--- config.mk ---
export PLATFORM = sky130hd
export DESIGN_NAME = cau_div_step
export DESIGN_NICKNAME = d
export VERILOG_FILES = /design/src/hdl/cau_pkg.sv /design/src/hdl/cau_div_step.sv
export SDC_FILE = /design/constraint.sdc
export NUM_CORES = 1
export LEC_CHECK = 0
export BUFFER_PORTS_ARGS = -buffer_cell sky130_fd_sc_hd__buf_2
export CAP_MARGIN = 20
export CORE_AREA = 2 2 157 159
export DETAILED_ROUTE_END_ITERATION = 16
export DIE_AREA = 0 0 159 161
export GPL_ROUTABILITY_DRIVEN = 0
export PLACE_DENSITY = 0.83
export SLEW_MARGIN = 20
export SYNTH_ARGS = -nofsm -noshare
export SYNTH_HDL_FRONTEND = slang
export SYNTH_SLANG_ARGS = --single-unit
--- constraint.sdc ---
create_clock -name i_clk -period 12.68 [get_ports i_clk]
set_input_delay 2.536 -clock i_clk [delete_from_list [all_inputs] [get_ports i_clk]]
set_output_delay 2.536 -clock i_clk [all_outputs]
set_load 0.005 [all_outputs]
--- src/hdl/cau_pkg.sv ---
// Shared constants, types and saturation helper for the complex arithmetic unit.
// No dependencies; imported by every cau_* module and the top level.
package cau_pkg;

    localparam int DATA_WIDTH = 16;
    localparam int FRAC_BITS  = 8;

    localparam int AW  = DATA_WIDTH + 1;         // add/sub sum
    localparam int PW  = 2 * DATA_WIDTH;         // product, denominator
    localparam int NW  = PW + 1;                 // exact sum of two products
    localparam int MW  = PW;                     // numerator magnitude
    localparam int RW  = PW + 1;                 // partial remainder after shift
    localparam int DVW = MW + FRAC_BITS;         // scaled dividend
    localparam int CW  = 3 * DATA_WIDTH + FRAC_BITS;

    typedef enum logic [1:0] {
        MODE_ADD,
        MODE_SUB,
        MODE_MUL,
        MODE_DIV
    } t_mode;

    localparam logic [1:0] ST_OK   = 2'd0;
    localparam logic [1:0] ST_SAT  = 2'd1;
    localparam logic [1:0] ST_DIV0 = 2'd2;

    localparam logic signed [DATA_WIDTH-1:0] DMAX = {1'b0, {(DATA_WIDTH-1){1'b1}}};
    localparam logic signed [DATA_WIDTH-1:0] DMIN = {1'b1, {(DATA_WIDTH-1){1'b0}}};

    typedef struct packed {
        logic                         sat;
        logic signed [DATA_WIDTH-1:0] val;
    } t_clamp;

    // products and sums after the multiplier stages
    typedef struct packed {
        logic                  vld;
        t_mode                 mode;
        logic signed [AW-1:0]  as_re;
        logic signed [AW-1:0]  as_im;
        logic signed [NW-1:0]  num_re;
        logic signed [NW-1:0]  num_im;
        logic [PW-1:0]         den;
    } t_prod;

    // word moving through the divider stages; non-divide results ride along
    typedef struct packed {
        logic                         vld;
        logic                         is_div;
        logic                         zero;
        logic                         sat;
        logic signed [DATA_WIDTH-1:0] res_re;
        logic signed [DATA_WIDTH-1:0] res_im;
        logic                         neg_re;
        logic                         neg_im;
        logic                         ovf_re;
        logic                         ovf_im;
        logic [PW-1:0]                den;
        logic [RW-1:0]                r_re;
        logic [RW-1:0]                r_im;
        logic [DATA_WIDTH-1:0]        q_re;
        logic [DATA_WIDTH-1:0]        q_im;
        logic [DATA_WIDTH-1:0]        lo_re;
        logic [DATA_WIDTH-1:0]        lo_im;
    } t_dstage;

    function automatic t_clamp sat_clamp(input logic signed [NW-1:0] x);
        t_clamp c;
        localparam logic signed [NW-1:0] SMAX = {{(NW-DATA_WIDTH+1){1'b0}},
                                                 {(DATA_WIDTH-1){1'b1}}};
        localparam logic signed [NW-1:0] SMIN = {{(NW-DATA_WIDTH+1){1'b1}},
                                                 {(DATA_WIDTH-1){1'b0}}};
        if (x > SMAX) begin
            c.sat = 1'b1;
            c.val = DMAX;
        end else if (x < SMIN) begin
            c.sat = 1'b1;
            c.val = DMIN;
        end else begin
            c.sat = 1'b0;
            c.val = x[DATA_WIDTH-1:0];
        end
        return c;
    endfunction

endpackage

--- src/hdl/cau_div_step.sv ---
// One restoring-division step for both quotient lanes, registered.
// Depends on cau_pkg.
module cau_div_step import cau_pkg::*; (
    input  logic    i_clk,
    input  logic    i_rst_n,
    input  logic    i_en,
    input  t_dstage i_st,
    output t_dstage o_st
);

    t_dstage       r_st;
    t_dstage       n_st;
    logic [RW-1:0] rs_re, rs_im;
    logic          ge_re, ge_im;

    always_comb begin
        n_st  = i_st;
        rs_re = {i_st.r_re[RW-2:0], i_st.lo_re[DATA_WIDTH-1]};
        rs_im = {i_st.r_im[RW-2:0], i_st.lo_im[DATA_WIDTH-1]};
        ge_re = rs_re >= RW'(i_st.den);
        ge_im = rs_im >= RW'(i_st.den);
        n_st.r_re  = ge_re ? rs_re - RW'(i_st.den) : rs_re;
        n_st.r_im  = ge_im ? rs_im - RW'(i_st.den) : rs_im;
        n_st.q_re  = {i_st.q_re[DATA_WIDTH-2:0], ge_re};
        n_st.q_im  = {i_st.q_im[DATA_WIDTH-2:0], ge_im};
        n_st.lo_re = i_st.lo_re << 1;
        n_st.lo_im = i_st.lo_im << 1;
    end

    always_ff @(posedge i_clk) begin
        if (!i_rst_n) begin
            r_st.vld <= 1'b0;
        end else if (i_en) begin
            r_st <= n_st;
        end
    end

    assign o_st = r_st;

endmodule

==> run_results.csv <==
group,metric,value,unit
yosys,synth_common_cells,"edfxtp_1, nand2_1, o21ai_0, ha_1, a21oi_1",
floorplanning,die_h,161,µm
clock_network,root_buffer,"clkbuf_16",
yosys,synth_seq_area_share,57.5,%
clock_network,h-tree-depth,4,
job,maxCapViolations,0,
sta,hold_violations,0,
clock_network,hold_buffers,0,
routing,met3WireLength,2410,µm
routing,totalWireLength,33900,µm
pwr,power_density,130,nW/µm²
sta,tns,0,ns
yosys,synth_area_leader_cell,"edfxtp_1",
routing,routed-wl-met2,17300,µm
grt,overflow,0,
critical_path,crit_top_cell,"nor3_1",
critical_path,crit_slowest_cell,"buf_4",
critical_path,cp.required,12.87,ns
yosys,synth_area_leaders,"edfxtp_1, ha_1, nand2_1",
sta,post-route-min-period,5.43,ns
yosys,synth_top_area_share,57.4,%
critical_path,worstSetupStartpointType,"input pin",
placed_design,dp_slack,6.75,ns
clock_network,cts_tree,"built",
routing,routedWlPerCell,20.9,µm
sta,holdWs,0.563,ns
yosys,synthMostInstantiatedCell,"edfxtp_1",
routing,dr.pass1.iters,5,
yosys,synth_mux_area_share,0.673,%
clock_network,post_cts_resized,0,
yosys,async_flop_share,0,%
yosys,avgSynthCellArea,11.7,µm²
final_layout,stdcell_count,1625,
yosys,synth_adder_area_share,8.07,%
clock_network,clk_latency,0.43,ns
worst_hold_path,hp-class,"flop to flop",
critical_path,cpPeakStageDelay,0.48,ns
routing,top_layer,"met5",
sta,fmax,184,MHz
yosys,synth-compound-area-share,15.5,%
routing,drt_iter0_drc,713,
grt,grt_pass1_wl,49300,µm
clock_network,cts.clk_slew.worst_paths,0.08,ns
critical_path,r2r-start,"o_st[201]$_SDFFE_PN0P_",
critical_path,critPathKind,"input pin to flop",
routing,via_per_inst,5.36,
clock_network,clockBufferDepth,2,
floorplanning,placementRows,57,
grt,grt_use_total,25.7,%
pwr,leakage,5.74,nW
yosys,synth_cell_type_count,74,
yosys,synth-xor-area-share,4.37,%
final_layout,final_nets,1555,
clock_network,post_cts_buffers,0,
yosys,syn-cell-area,10400,µm²
sta,maxSlewViolCount,0,
final_layout,area_delta_synth_final,28.0,%
clock_network,cts_buffers,17,
sta,fin_skew,0,ns
sta,slew_headroom,36.6,%
critical_path,crit_path_end_kind,"flop",
grt,grt_pass1_vias,8324,
pwr,max-vdd-ir-drop,0.0785,mV
critical_path,setup.worst_path.start,"i_st[131]",
grt,grt_antenna_before_repair,6,
clock_network,cts_sinks,200,
final_layout,fillCellCount,2100,
final_layout,drive_gt1_share,35.8,%
floorplanning,dieArea,25600,µm²
final_layout,largest_reg_flops,200,
grt,grt_start_max_net_pins,76,
critical_path,critPathArrivalTime,5.62,ns
worst_hold_path,min_from,"o_st[201]$_SDFFE_PN0P_",
routing,drc,0,
critical_path,r2r_slack,12.06,ns
floorplanning,start_util,43.5,%
placed_design,dp_hpwl,27100,µm
floorplanning,fp.dieW,159,µm
placed_design,dp_cells,1589,
yosys,synth_top_family_by_area,"compound AO/OA/AOI/OAI gates",
critical_path,crit_fanout,55,
yosys,synth_seq_cells,200,
sta,layout_setup_ws,7.25,ns
sta,final.period_utilization,42.8,%
sta,setup_violations,0,
sta,worst_pin_slew,0.951,ns
yosys,synth_edf_count,199,
status,outcome,"complete, no violations",
yosys,ys_warn_count,0,
yosys,synthFlopType,"edfxtp_1",
floorplanning,core-area,24000,µm²
critical_path,cp_cell_sequence,"buf_2, inv_1, ha_1, nor2b_1, o21ai_1, a21oi_1, o211a_1, nor3_1, nor3_1, nor2_4, buf_4, inv_2, mux2_1",
routing,detail-route-antenna-nets,0,
floorplanning,pin_count,407,
yosys,synth_cells,888,
placed_design,portBuffers,400,
routing,vias,8704,
routing,drt-met1-wl,13400,µm
sta,rsz0062_at_grt,"no",
yosys,synthSimpleGateAreaFrac,10.6,%
==> area by class of cell <==
| class | count | area [µm²] | share of cell area (%) |
|---|---|---|---|
| Tap cell | 324 | 405 | 3.04 |
| Clock buffer | 17 | 425 | 3.19 |
| Timing Repair Buffer | 404 | 2030 | 15.2 |
| Multi-Input combinational cell | 612 | 4100 | 30.7 |
| Antenna cell | 4 | 10.0 | 0.0750 |
| Clock inverter | 15 | 186 | 1.40 |
| Sequential cell | 200 | 6000 | 44.9 |
| Inverter | 49 | 184 | 1.38 |
==> placed cells by master, fill, tap and decap left out, drive strengths merged, types with 6 or more instances in the layout <==
cell type / count
nor2b: 10
ha: 64
xnor2: 28
xor2: 24
nand4: 15
nand2: 102
and2: 6
nand3: 14
a21oi: 63
o21a: 14
o21ai: 86
nand2b: 7
inv: 56
o31ai: 9
buf: 404
clkinv: 8
o21bai: 10
clkbuf: 17
a211oi: 8
edfxtp: 199
nor2: 47
a21o: 26
nor3: 12
==> path summary, 6_finish.rpt <==
check | end | cells after the start
min | o_st[201]$_SDFFE_PN0P_ | 2
min reg2reg | o_st[201]$_SDFFE_PN0P_ | 2
max | o_st[69]$_DFFE_PP_ | 13
max reg2reg | o_st[201]$_SDFFE_PN0P_ | 2
==> logic make-up (layout without fill, tap and decap cells) <==
group | after synthesis | after routing
XOR/XNOR | 52 | 52
flip-flops | 200 | 200
AO/OA/AOI/OAI | 250 | 250
buffers and inverters | 77 | 485
multiplexers | 6 | 6
adder cells (fa/ha/maj) | 66 | 66
AND/OR/NAND/NOR | 236 | 236
other | 1 | 6
==> metal layers <==
metal  up-vias  global-route usage (%)
li1       4097                       -
met1      4169                    30.6
met2       380                    45.7
met3        52                    6.34
met4         6                    8.26
met5         -                       0
==> through the flow <==
step	instance area, µm²	util [%]	total power, mW
after global routing	13300	55.6	1.80
after global placement	12700	53.1	1.17
after detailed placement	12700	53.1	1.18
after floorplan	10400	-	1.04
final	13300	55.7	1.73
after CTS	13300	55.6	1.74
==> where the power goes <==
| group | switching, mW | internal [mW] | total, mW |
|---|---|---|---|
| combinational | 0.211 | 0.151 | 0.362 |
| sequential | 0.0134 | 0.795 | 0.809 |
| clock | 0.288 | 0.270 | 0.558 |
==> worst max-delay path, delay by kind of cell <==
kind | cells | cell delay [ns]
AOI/OAI and AO/OA | 3 | 0.60
adders and majority gates | 1 | 0.30
buffers and inverters | 4 | 0.92
muxes | 1 | 0.34
and+or+nand+nor | 4 | 0.91
No activity file was read; power rests on OpenSTA's default activity.
