File: src/hdl/cau_pkg.sv
// Shared constants, types and saturation helper for the complex arithmetic unit.
// No dependencies; imported by every cau_* module and the top level.
package cau_pkg;

    localparam int DATA_WIDTH = 16;
    localparam int FRAC_BITS  = 8;

    localparam int AW  = DATA_WIDTH + 1;         // add/sub sum
    localparam int PW  = 2 * DATA_WIDTH;         // product, denominator
    localparam int NW  = PW + 1;                 // exact sum of two products
    localparam int MW  = PW;                     // numerator magnitude
    localparam int RW  = PW + 1;                 // partial remainder after shift
    localparam int DVW = MW + FRAC_BITS;         // scaled dividend
    localparam int CW  = 3 * DATA_WIDTH + FRAC_BITS;

    typedef enum logic [1:0] {
        MODE_ADD,
        MODE_SUB,
        MODE_MUL,
        MODE_DIV
    } t_mode;

    localparam logic [1:0] ST_OK   = 2'd0;
    localparam logic [1:0] ST_SAT  = 2'd1;
    localparam logic [1:0] ST_DIV0 = 2'd2;

    localparam logic signed [DATA_WIDTH-1:0] DMAX = {1'b0, {(DATA_WIDTH-1){1'b1}}};
    localparam logic signed [DATA_WIDTH-1:0] DMIN = {1'b1, {(DATA_WIDTH-1){1'b0}}};

    typedef struct packed {
        logic                         sat;
        logic signed [DATA_WIDTH-1:0] val;
    } t_clamp;

    // products and sums after the multiplier stages
    typedef struct packed {
        logic                  vld;
        t_mode                 mode;
        logic signed [AW-1:0]  as_re;
        logic signed [AW-1:0]  as_im;
        logic signed [NW-1:0]  num_re;
        logic signed [NW-1:0]  num_im;
        logic [PW-1:0]         den;
    } t_prod;

    // word moving through the divider stages; non-divide results ride along
    typedef struct packed {
        logic                         vld;
        logic                         is_div;
        logic                         zero;
        logic                         sat;
        logic signed [DATA_WIDTH-1:0] res_re;
        logic signed [DATA_WIDTH-1:0] res_im;
        logic                         neg_re;
        logic                         neg_im;
        logic                         ovf_re;
        logic                         ovf_im;
        logic [PW-1:0]                den;
        logic [RW-1:0]                r_re;
        logic [RW-1:0]                r_im;
        logic [DATA_WIDTH-1:0]        q_re;
        logic [DATA_WIDTH-1:0]        q_im;
        logic [DATA_WIDTH-1:0]        lo_re;
        logic [DATA_WIDTH-1:0]        lo_im;
    } t_dstage;

    function automatic t_clamp sat_clamp(input logic signed [NW-1:0] x);
        t_clamp c;
        localparam logic signed [NW-1:0] SMAX = {{(NW-DATA_WIDTH+1){1'b0}},
                                                 {(DATA_WIDTH-1){1'b1}}};
        localparam logic signed [NW-1:0] SMIN = {{(NW-DATA_WIDTH+1){1'b1}},
                                                 {(DATA_WIDTH-1){1'b0}}};
        if (x > SMAX) begin
            c.sat = 1'b1;
            c.val = DMAX;
        end else if (x < SMIN) begin
            c.sat = 1'b1;
            c.val = DMIN;
        end else begin
            c.sat = 1'b0;
            c.val = x[DATA_WIDTH-1:0];
        end
        return c;
    endfunction

endpackage

File: src/hdl/cau_mult.sv
// Front end: input register with the six products, then mode-dependent
// numerators and |b|^2. Depends on cau_pkg.
module cau_mult import cau_pkg::*; (
    input  logic                         i_clk,
    input  logic                         i_rst_n,
    input  logic                         i_en,
    input  logic                         i_vld,
    input  t_mode                        i_mode,
    input  logic signed [DATA_WIDTH-1:0] i_a_re,
    input  logic signed [DATA_WIDTH-1:0] i_a_im,
    input  logic signed [DATA_WIDTH-1:0] i_b_re,
    input  logic signed [DATA_WIDTH-1:0] i_b_im,
    output t_prod                        o_prod
);

    logic                 r_vld;
    t_mode                r_mode;
    logic signed [PW-1:0] r_rr, r_ii, r_ri, r_ir, r_sq_r, r_sq_i;
    logic signed [AW-1:0] r_as_re, r_as_im;
    t_prod                r_prod;
    t_prod                n_prod;

    always_ff @(posedge i_clk) begin
        if (!i_rst_n) begin
            r_vld <= 1'b0;
        end else if (i_en) begin
            r_vld <= i_vld;
        end
        if (i_en) begin
            r_mode <= i_mode;
            r_rr   <= i_a_re * i_b_re;
            r_ii   <= i_a_im * i_b_im;
            r_ri   <= i_a_re * i_b_im;
            r_ir   <= i_a_im * i_b_re;
            r_sq_r <= i_b_re * i_b_re;
            r_sq_i <= i_b_im * i_b_im;
            if (i_mode == MODE_SUB) begin
                r_as_re <= AW'(i_a_re) - AW'(i_b_re);
                r_as_im <= AW'(i_a_im) - AW'(i_b_im);
            end else begin
                r_as_re <= AW'(i_a_re) + AW'(i_b_re);
                r_as_im <= AW'(i_a_im) + AW'(i_b_im);
            end
        end
    end

    always_comb begin
        n_prod       = '0;
        n_prod.vld   = r_vld;
        n_prod.mode  = r_mode;
        n_prod.as_re = r_as_re;
        n_prod.as_im = r_as_im;
        n_prod.den   = $unsigned(r_sq_r) + $unsigned(r_sq_i);
        if (r_mode == MODE_DIV) begin
            // a * conj(b)
            n_prod.num_re = NW'(r_rr) + NW'(r_ii);
            n_prod.num_im = NW'(r_ir) - NW'(r_ri);
        end else begin
            n_prod.num_re = NW'(r_rr) - NW'(r_ii);
            n_prod.num_im = NW'(r_ri) + NW'(r_ir);
        end
    end

    always_ff @(posedge i_clk) begin
        if (!i_rst_n) begin
            r_prod.vld <= 1'b0;
        end else if (i_en) begin
            r_prod <= n_prod;
        end
    end

    assign o_prod = r_prod;

endmodule

File: config.mk
export PLATFORM = sky130hd
export DESIGN_NAME = cau_mult
export DESIGN_NICKNAME = d
export VERILOG_FILES = /design/src/hdl/cau_pkg.sv /design/src/hdl/cau_mult.sv
export SDC_FILE = /design/constraint.sdc
export NUM_CORES = 2
export LEC_CHECK = 0
export ABC_AREA = 1
export BUFFER_PORTS_ARGS = -buffer_cell sky130_fd_sc_hd__buf_2
export CAP_MARGIN = 20
export CORE_MARGIN = 4
export CORE_UTILIZATION = 60
export CTS_CLUSTER_SIZE = 28
export DETAILED_ROUTE_END_ITERATION = 12
export PLACE_DENSITY = 0.89
export SLEW_MARGIN = 15
export SYNTH_ARGS = -nofsm -noshare
export SYNTH_HDL_FRONTEND = slang
export SYNTH_SLANG_ARGS = --single-unit
export TNS_END_PERCENT = 100
File: constraint.sdc
create_clock -name i_clk -period 8.4 [get_ports i_clk]
set_input_delay 1.26 -clock i_clk [delete_from_list [all_inputs] [get_ports i_clk]]
set_output_delay 1.26 -clock i_clk [all_outputs]
set_load 0.05 [all_outputs]
==> impl_results.rst <==
.. list-table::
   :header-rows: 1

   * - Metric
     - Value
   * - Run status
     - completed
   * - Min-Delay Startpoint
     - r_as_re[14]
   * - Startpoint type of the worst setup path
     - input port
   * - Overall die area
     - 142900 um2
   * - Netlist area before placement
     - 82140 um2
   * - Number of nets in the synthesized netlist
     - 12330
   * - Hold Fails Final Rpt
     - 0
   * - Maximum level of the CTS H-tree
     - 2
   * - Most frequently used flop master after synthesis
     - sky130_fd_sc_hd__edfxtp_1
   * - Total via count after detailed routing
     - 67380
   * - Start point of the critical path
     - i_b_im[3]
   * - Critical Setup Path Class
     - in -> reg
   * - Slew at the pin closest to its max-slew limit
     - 1.151 ns
   * - Fraction of final layout cells with drive strength greater than 1
     - 0.04678
   * - Number of remaining DRC errors
     - 0
   * - DR vias/cell
     - 5.631
   * - Dominant combinational cell family by area after synthesis
     - adder cells
   * - Initial DRT Pass Iterations
     - 12
   * - Die Wd
     - 378 um
   * - Critical R2R Launch
     - r_mode[0]
   * - Detail Placement HPWL
     - 199.4 mm
   * - Drt first-iter violations
     - 6532
   * - Final Wtd Congestion
     - 1.062
   * - Post-route fraction of the period consumed by the critical path
     - 0.8296
   * - CTS max path bufs
     - 3
   * - Quantity of I/O buffers inserted on ports
     - 204
   * - Net count reported at finish
     - 12390
   * - Slowest cell on crit path
     - sky130_fd_sc_hd__buf_2
   * - Library cell used as clock root buffer
     - sky130_fd_sc_hd__clkbuf_16
   * - Number of resized instances in the post-cts repair step
     - 0
   * - Cell mode on critical path
     - sky130_fd_sc_hd__fa_1
   * - Number of failing setup endpoints in the final timing report
     - 0
   * - Post-synthesis xor/xnor area fraction
     - 0.03924
   * - Setup TNS after final layout
     - 0 ns
   * - Final-report max-slew violation count
     - 0
   * - Pin count of the biggest net entering global routing
     - 88
   * - Number of cells traversed by the worst register-to-register path
     - 14
   * - Number of enable-type register cells in the synthesized netlist
     - 360
   * - Number of buffers created by CTS
     - 46
   * - Share of synthesized registers carrying an async set or reset
     - 0
   * - CTS Sinks
     - 362
   * - Endpoint kind of the worst setup timing path
     - flip-flop
   * - Number of max-capacitance violations reported
     - 0
   * - Global route total overflow
     - 0
   * - Max_slew headroom
     - 0.2325
   * - Count of nets left with antenna violations after detail routing
     - 0
   * - Delay contributed by the slowest stage of the critical path
     - 0.63 ns
   * - Clock latency on the worst-skew pair
     - 0.67 ns
   * - Worst path cell trace
     - buf_2 > buf_4 > nand2_1 > fa_1 > fa_1 > fa_1 > inv_1 > fa_1 > fa_1 > inv_1 > fa_1 > inv_1 > ha_1 > nand2_1 > inv_1 > a21oi_1 > nor2_1 > o21ai_0 > nand3_1 > nand2_1 > nand2_1
   * - Portion of netlist area occupied by mux cells
     - 0
   * - Area share of fa/ha/maj cells after synthesis
     - 0.4696
   * - Overall Global Routing Usage
     - 0.3499
   * - Drt total wl
     - 243.4 mm
   * - Setup slack of the most critical reg-to-reg path
     - 4.01 ns
   * - Vias in the first global route
     - 73070
   * - Floorplan die height
     - 378 um
   * - Maximum clock frequency
     - 0.1435 GHz
   * - Register bit total from synthesis
     - 362
   * - Share of synthesized cell area in and, or, nand and nor gates
     - 0.1658
   * - Worst endpoint required time
     - 8.81 ns
   * - Complex-gate fraction of the synthesized area
     - 0.05036
   * - Synth unique cells
     - 52
   * - Worst setup path endpoint
     - r_ri[28]
   * - Hold WC Path Type
     - reg -> reg
   * - First-pass GRT wire length
     - 389.4 mm
   * - Core region area
     - 135800 um2
   * - Final clock skew
     - 0.02562 ns
   * - Number of antenna violations at the first check in global routing
     - 12
   * - Clock-pin slew reported for the worst setup and hold paths after clock tree synthesis
     - 0.06 ns
   * - Wire length per cell
     - 20.34 um
   * - Ys Warns
     - 0
   * - Area growth syn-to-layout
     - 5.502%
   * - RSZ-0062 raised after global routing
     - no
   * - Endpoint of the most critical register-to-register path
     - o_prod[97]
   * - Post-layout minimum cycle time
     - 6.968 ns
   * - Post-CTS Hold Buffers
     - 0
   * - Proportion of synthesized chip area in sequential cells
     - 0.1321
   * - Cells after Synth
     - 10090
   * - Filler cells
     - 10800
   * - Clock tree from TritonCTS
     - built
   * - Avg Synthesized Cell Area
     - 8.143 um2
   * - Setup fix buffers added after clock tree synthesis
     - 0
   * - Top Ports
     - 205
   * - Initial core utilization
     - 0.6048
   * - Max FO, Critical Path
     - 22
   * - Worst path arrival time
     - 7.37 ns
   * - FP Rows
     - 135
worst max-delay path: cells and delay by family:
family / cells / cell delay, ns
and+or+nand+nor: 6 / 0.59
adders and majority gates: 7 / 3.49
AOI/OAI and AO/OA: 2 / 0.68
buffers and inverters: 6 / 1.31
registers in the layout, indices dropped and copies added, names as in the netlist:
name and count:
r_ri 32, r_vld 1, r_rr 32, r_as_im 17, r_as_re 17, r_sq_i 31, r_mode 2, r_ir 32
o_prod 135, r_ii 32, r_sq_r 31
cells in the mapped netlist (14+ instances only):
library cell	count	share of area
sky130_fd_sc_hd__a21boi_0	22	0.0020
sky130_fd_sc_hd__a21o_1	40	0.0037
sky130_fd_sc_hd__a21oi_1	332	0.020
sky130_fd_sc_hd__a31oi_1	14	0.0011
sky130_fd_sc_hd__buf_1	77	0.0035
sky130_fd_sc_hd__buf_2	21	0.0013
sky130_fd_sc_hd__clkbuf_1	188	0.0086
sky130_fd_sc_hd__edfxtp_1	360	0.13
sky130_fd_sc_hd__fa_1	1518	0.37
sky130_fd_sc_hd__ha_1	654	0.10
sky130_fd_sc_hd__inv_1	2818	0.13
sky130_fd_sc_hd__nand2_1	2288	0.10
sky130_fd_sc_hd__nand2_2	14	0.0011
sky130_fd_sc_hd__nand3_1	303	0.018
sky130_fd_sc_hd__nand3b_1	20	0.0018
sky130_fd_sc_hd__nand4_1	62	0.0047
sky130_fd_sc_hd__nor2_1	499	0.023
sky130_fd_sc_hd__nor3_1	72	0.0044
sky130_fd_sc_hd__nor3_2	16	0.0019
sky130_fd_sc_hd__o21a_1	16	0.0015
sky130_fd_sc_hd__o21ai_0	185	0.011
sky130_fd_sc_hd__o21ai_1	26	0.0016
sky130_fd_sc_hd__o21bai_1	50	0.0046
sky130_fd_sc_hd__or2_2	19	0.0014
sky130_fd_sc_hd__xnor2_1	85	0.0091
sky130_fd_sc_hd__xor2_1	283	0.030
cell type report:
type / count / area, um2 / share of cell area
Antenna cell: 9 / 22.52 / 0.0002599
Clock buffer: 51 / 1170 / 0.01350
Clock inverter: 29 / 442.9 / 0.005111
Inverter: 2831 / 10630 / 0.1227
Multi-Input combinational cell: 6607 / 59550 / 0.6872
Sequential cell: 362 / 10850 / 0.1252
Tap cell: 1781 / 2228 / 0.02571
Timing Repair Buffer: 296 / 1759 / 0.02030
cell families after synthesis:
logic type | count (synthesis)
and+or+nand+nor | 3343
buffers and inverters | 3118
adders and majority gates | 2172
AOI/OAI and AO/OA | 724
xor gates and xnor gates | 368
DFF | 362
worst min-delay path by stage:
stage	cells past startpoint	slack [ns]	end
floorplan	0	0.40	o_prod[100]
global placement	0	0.40	o_prod[117]
detailed placement	0	0.40	o_prod[129]
CTS	0	0.42	o_prod[110]
global route	0	0.42	o_prod[110]
finish	0	0.42	o_prod[129]
cell usage in the layout, fill, tap and decap left out, types with 85 or more instances in the layout:
master / Yosys / routed
sky130_fd_sc_hd__edfxtp_1: 360 / 360
sky130_fd_sc_hd__a21oi_1: 332 / 332
sky130_fd_sc_hd__o21ai_0: 185 / 185
sky130_fd_sc_hd__buf_4: 0 / 89
sky130_fd_sc_hd__nor2_1: 499 / 499
sky130_fd_sc_hd__buf_2: 21 / 203
sky130_fd_sc_hd__xor2_1: 283 / 283
sky130_fd_sc_hd__ha_1: 654 / 654
sky130_fd_sc_hd__fa_1: 1518 / 1518
sky130_fd_sc_hd__inv_1: 2818 / 2817
sky130_fd_sc_hd__nand2_1: 2288 / 2287
sky130_fd_sc_hd__nand3_1: 303 / 303
sky130_fd_sc_hd__xnor2_1: 85 / 85
through the flow:
stage / utilization / hold slack [ns] / setup WS [ns] / instance area [um2] / cells
after floorplan: - / 0.4003 / 1.535 / 82140 / 10090
after global placement: 0.6261 / 0.4024 / 1.006 / 85020 / 11880
after detailed placement: 0.6261 / 0.4045 / 0.8949 / 85020 / 11880
after CTS: 0.6379 / 0.4181 / 1.569 / 86640 / 11960
after global routing: 0.6381 / 0.4221 / 1.136 / 86650 / 11960
final: 0.6381 / 0.4186 / 1.432 / 86660 / 11970
per-layer routing:
layer	wire, um	part of all wire	up-vias	track usage
li1	-	-	29810	-
met1	87650	0.36	32420	0.4292
met2	110500	0.45	3940	0.5598
met3	27360	0.11	1203	0.08937
met4	17890	0.073	2	0.2100
met5	13	0.000053	-	0
Power is not shown: default switching activity piles up to over one toggle a cycle in this logic, so the estimate is an artifact.
